File: config.mk
export PLATFORM = sky130hd
export DESIGN_NAME = lcos_ucode_seq
export DESIGN_NICKNAME = d
export VERILOG_FILES = /design/src/design/lcos_pkg.sv /design/src/design/lcos_ucode_seq.sv
export SDC_FILE = /design/constraint.sdc
export NUM_CORES = 1
export LEC_CHECK = 0
export ABC_CLOCK_PERIOD_IN_PS = 2300
export BUFFER_PORTS_ARGS = -buffer_cell sky130_fd_sc_hd__clkbuf_2
export CAP_MARGIN = 10
export CORE_AREA = 2 2 39 41
export DETAILED_ROUTE_END_ITERATION = 7
export DIE_AREA = 0 0 41 43
export GPL_ROUTABILITY_DRIVEN = 0
export MAX_ROUTING_LAYER = met4
export SLEW_MARGIN = 20
export SYNTH_ARGS = -nofsm -noshare
export SYNTH_HDL_FRONTEND = slang
export SYNTH_SLANG_ARGS = --single-unit
File: constraint.sdc
create_clock -name clk_i -period 2.3 [get_ports clk_i]
set_input_delay 0.23 -clock clk_i [delete_from_list [all_inputs] [get_ports clk_i]]
set_output_delay 0.23 -clock clk_i [all_outputs]
set_load 0.1 [all_outputs]
File: src/design/lcos_pkg.sv
package lcos_pkg;

  localparam int MAX_LENGTH_DEF = 32;
  localparam int TAP_COUNT_DEF  = 4;
  localparam int MAX_TAPS       = 4;

  localparam int CFG_IDX_W  = 3;
  localparam int CFG_DATA_W = 32;
  localparam int LEN_CFG_W  = 6;
  localparam int TAP_CFG_W  = 6;
  localparam int SEED_W     = 32;
  localparam int WANT_W     = 32;
  localparam int CYC_W      = 33;
  localparam int OCC_W      = 32;
  localparam int DIV_CNT_W  = $clog2(WANT_W);
  localparam int STEP_W     = 3;

  localparam logic [LEN_CFG_W-1:0] LEN_RST  = 6'd4;
  localparam logic [SEED_W-1:0]    SEED_RST = 32'd1;
  localparam logic [TAP_CFG_W-1:0] TAP_RST [MAX_TAPS] = '{6'd4, 6'd3, 6'd0, 6'd0};

  typedef enum logic [CFG_IDX_W-1:0] {
    CFG_LENGTH = 3'd0,
    CFG_TAP1   = 3'd1,
    CFG_TAP2   = 3'd2,
    CFG_TAP3   = 3'd3,
    CFG_TAP4   = 3'd4,
    CFG_START  = 3'd5
  } cfg_idx_e;

  // Microprogram addresses.
  typedef enum logic [STEP_W-1:0] {
    STEP_FETCH = 3'd0,
    STEP_ADV   = 3'd1,
    STEP_CHK   = 3'd2,
    STEP_DIV   = 3'd3,
    STEP_EMIT  = 3'd4,
    STEP_WRAP  = 3'd5
  } step_e;

  typedef enum logic [2:0] {
    OP_NOP     = 3'd0,
    OP_LOAD    = 3'd1,
    OP_ADVANCE = 3'd2,
    OP_DIV     = 3'd3,
    OP_EMIT    = 3'd4
  } dp_op_e;

  typedef enum logic [2:0] {
    COND_NONE     = 3'd0,
    COND_ALWAYS   = 3'd1,
    COND_NO_TXN   = 3'd2,
    COND_LOOP     = 3'd3,
    COND_MISS     = 3'd4,
    COND_DIV_MORE = 3'd5,
    COND_OUT_BUSY = 3'd6
  } cond_e;

  typedef struct packed {
    dp_op_e op;
    cond_e  cond;
    step_e  target;
  } uword_t;

  typedef struct packed {
    logic in_valid;
    logic loop_more;
    logic found;
    logic div_more;
    logic out_busy;
  } status_t;

  // Control store.
  function automatic uword_t ucode_rom(step_e addr);
    uword_t w;
    case (addr)
      STEP_FETCH: w = '{op: OP_LOAD,    cond: COND_NO_TXN,   target: STEP_FETCH};
      STEP_ADV:   w = '{op: OP_ADVANCE, cond: COND_LOOP,     target: STEP_ADV};
      STEP_CHK:   w = '{op: OP_NOP,     cond: COND_MISS,     target: STEP_EMIT};
      STEP_DIV:   w = '{op: OP_DIV,     cond: COND_DIV_MORE, target: STEP_DIV};
      STEP_EMIT:  w = '{op: OP_EMIT,    cond: COND_OUT_BUSY, target: STEP_EMIT};
      STEP_WRAP:  w = '{op: OP_NOP,     cond: COND_ALWAYS,   target: STEP_FETCH};
      default:    w = '{op: OP_NOP,     cond: COND_ALWAYS,   target: STEP_FETCH};
    endcase
    return w;
  endfunction

endpackage

File: src/design/lcos_ucode_seq.sv
module lcos_ucode_seq
  import lcos_pkg::*;
(
  input  logic    clk_i,
  input  logic    rst_ni,
  input  status_t status_i,
  output uword_t  uword_o
);

  step_e  upc_q, upc_d;
  uword_t uw;
  logic   taken;

  always_comb begin
    uw = ucode_rom(upc_q);
    case (uw.cond)
      COND_NONE:     taken = 1'b0;
      COND_ALWAYS:   taken = 1'b1;
      COND_NO_TXN:   taken = !status_i.in_valid;
      COND_LOOP:     taken = status_i.loop_more;
      COND_MISS:     taken = !status_i.found;
      COND_DIV_MORE: taken = status_i.div_more;
      COND_OUT_BUSY: taken = status_i.out_busy;
      default:       taken = 1'b1;
    endcase
    upc_d = taken ? uw.target : step_e'(upc_q + STEP_W'(1));
  end

  always_ff @(posedge clk_i or negedge rst_ni) begin
    if (!rst_ni) begin
      upc_q <= STEP_FETCH;
    end else begin
      upc_q <= upc_d;
    end
  end

  assign uword_o = uw;

endmodule

==> key figures <==
Run status
  – Outcome: complete, no violations

Route
  – Residual DRC: 0
  – Initial DRT Pass Iterations: 4
  – Post-route antenna net violation count: 0
  – Detailed Route Iter0 Violations: 8
  – Routed WL: 725 um
  – Wire per inst: between 9 and 10 um
  – Via density: approximately 4.4
  – Routed via count: 332

STA
  – Final worst-path cycle share: 94.93%
  – RSZ-0062 raised after global routing: no
  – Fmax: approximately 460 MHz
  – Final setup vio count: 0
  – Fin. max-slew vios: 0
  – Max-Slew Margin vs Limit: ~64%
  – Worst-Margin Slew: between 0.5 and 0.6 ns
  – Layout Skew: 0.001588 ns
  – Crit path time final: roughly 2.2 ns
  – Final Hold Viols: 0

Setup path
  – WP buf/inv: 3
  – Crit path cell chain: inv_1 -> ha_1 -> inv_1 -> o21ai_0 -> and2_2 -> a21o_2 -> buf_2
  – Worst R2R Start: upc_q[0]
  – WP depth: 7
  – Setup crit end kind: primary output
  – Critical Path Slowest Stage Cell: dfrtp_1
  – CP max FO: 5
  – CP most frequent cell: inv_1
  – Nature of the critical path startpoint: flip-flop
  – Critical Path RT: 2.07 ns
  – Slowest stage delay, CP: roughly 0.4 ns
  – FF-to-FF path depth: 6
  – R2R setup slack: approximately 0.28 ns
  – FF-to-FF End: upc_q[1]
  – Setup CP Type: flip-flop to primary output
  – WP data arrival: between 1.5 and 2 ns
  – Cell family with most CP delay: buffers and inverters

Floorplan
  – Die Wd: between 40 and 50 um
  – IO Count: 16
  – Die H: 43 um
  – Placement Rows: 14
  – Starting Density: ~24%
  – Die area: 1763 um^2
  – Core Area: about 1400 um^2

Cells and area
  – Final Cell Area: around 470 um^2
  – Area delta synth->final: 41.35%
  – Ant diodes: 0
  – Largest registers: upc_q: 3 flops
  – Area of the multi-input gates: 237.7 um^2
  – Biggest register: upc_q
  – Final #Nets: between 70 and 80
  – Layout filler cell count: 150
  – Register area: ~75 um^2
  – Share of cells above drive strength 1: roughly 46%
  – Layout Cells excl Fill: 75
  – Max reg flops: 3

Global routing
  – Initial antenna violation count: 0
  – Global-route wire length before repair: ~1100 um
  – Vias in the first global route: 304
  – GR Util All Layers: around 9.7%
  – Largest net degree at the start of global routing: 8
  – Grt ovf: 0

Logic synthesis
  – Post-synthesis cell type count: 17
  – Cells after Synth: 40
  – Sequential fraction of the synthesis area: between 20 and 25%
  – Synth Warn #: 0
  – Cell Area, Synth: about 330 um^2
  – Synth Register Bits: 3
  – Mapped Nets: between 50 and 60
  – Synth Area per Inst: approximately 8.3 um^2

Place
  – Hpwl dp: about 610 um
  – Input/output buffers: 15
  – Cell Area, Placed: roughly 430 um^2
  – Placed Cells incl. Taps: 70

Clock network
  – Clk sinks: 3
  – CTS Buf Count: 3
  – H-tree depth: 1
  – CTS clk-pin slew, worst paths: roughly 0.040 ns
  – Clock Path Buffers: 2
  – Clk_lat worst skew: 0.23 ns
  – CTS tree: yes
  – Clk Tree Root Cell: clkbuf_4

Hold path
  – Worst min-delay path category: input pin to async pin

Job
  – Max Cap Viol: 0
[kinds of logic (layout without fill, tap and decap cells)]
logic type | Yosys count | count (layout) | synth area share [%]
muxes | 3 | 3 | 9.774
DFF | 3 | 3 | 22.56
adders and majority gates | 5 | 5 | 18.80
buffers and inverters | 8 | 27 | 10.15
AOI/OAI and AO/OA | 10 | 10 | 21.43
and+or+nand+nor | 11 | 11 | 17.29
[layer usage]
metal	part of all wire (%)	track usage [%]	vias up	routed length, um
li1	-	-	176	-
met3	6.2	1.571	0	45
met5	0	-	-	0
met1	44	10.39	147	319
met4	0	8.000	0	0
met2	50	14.69	9	360
[cells in the final DEF, fill, tap and decap left out]
| master | synthesis | layout |
|---|---|---|
| buf_2 | 0 | 1 |
| clkbuf_2 | 0 | 14 |
| o21ai_0 | 3 | 3 |
| a21o_2 | 0 | 1 |
| a21oi_2 | 0 | 1 |
| and2_2 | 0 | 1 |
| dfrtp_1 | 3 | 3 |
| or2_4 | 1 | 1 |
| clkbuf_1 | 0 | 1 |
| a2bb2oi_1 | 1 | 1 |
| ha_1 | 5 | 5 |
| inv_1 | 7 | 7 |
| nor2_4 | 0 | 1 |
| clkbuf_4 | 0 | 3 |
| nor2_1 | 5 | 4 |
| o21a_1 | 1 | 1 |
| nor2b_2 | 1 | 1 |
| a21o_1 | 2 | 1 |
| mux2_2 | 2 | 2 |
| dlygate4sd3_1 | 0 | 1 |
| o221ai_2 | 1 | 1 |
| nor3_1 | 3 | 3 |
| mux2i_1 | 1 | 1 |
| a21oi_1 | 2 | 1 |
[final cells by class]
cell class	count	share of cell area (%)
well taps	16	4.255
flip-flops and latches	3	15.96
multi-input cells	29	50.53
clock buffers	4	5.585
inverters	7	5.585
repair buffers	16	18.09
[what timing repair did]
action | 4_1_cts | 5_1_grt
hold buffers | 1 | 0
setup buffers | 0 | 0
resized for setup | 0 | 1
endpoints found under the hold margin | 3 | 0
endpoints found under the setup margin | 0 | 1
[per-stage QoR]
stage               setup WS, ns  util [%]  hold slack, ns  setup TNS (ns)
floorplan               -0.07853         -        -0.06559        -0.07853
global placement          0.3257     31.37         0.02988               0
detailed placement        0.2660     31.37         0.02844               0
CTS                      0.03754     34.00          0.3201               0
global route             0.04057     34.00          0.3314               0
finish                    0.1167     34.00          0.3308               0
[worst reg2reg max path: cells and delay by family (launching register included)]
kind / cells / cell delay [ns]
multiplexers: 1 / 0.37
buffers and inverters: 1 / 0.08
adder cells (fa/ha/maj): 1 / 0.24
AND/OR/NAND/NOR: 1 / 0.41
AO/OA/AOI/OAI: 2 / 0.42
flip-flops: 1 / 0.39
[cells in the mapped netlist]
master,instances,area share (%)
a2bb2oi_1,1,2.6
a21oi_1,2,3.0
nor2_1,5,5.6
o21ai_0,3,4.5
mux2_2,2,6.8
mux2i_1,1,3.0
dfrtp_1,3,23
inv_1,7,7.9
a21o_1,2,4.5
buf_4,1,2.3
nor3_1,3,4.5
ha_1,5,19
o21a_1,1,2.3
or2_4,1,2.6
and2_1,1,1.9
o221ai_2,1,4.5
nor2b_2,1,2.6
[worst max-delay path by stage]
stage | from | to | slack, ns
after floorplan | upc_q[0] | upc_q[2] | -0.08
after global placement | upc_q[0] | upc_q[2] | 0.33
after detailed placement | upc_q[0] | upc_q[2] | 0.27
after CTS | upc_q[0] | uword_o[6] | 0.04
after global routing | upc_q[0] | uword_o[6] | 0.04
final | upc_q[0] | uword_o[6] | 0.12
Power is not shown: default switching activity piles up to over one toggle a cycle in this logic, so the estimate is an artifact.
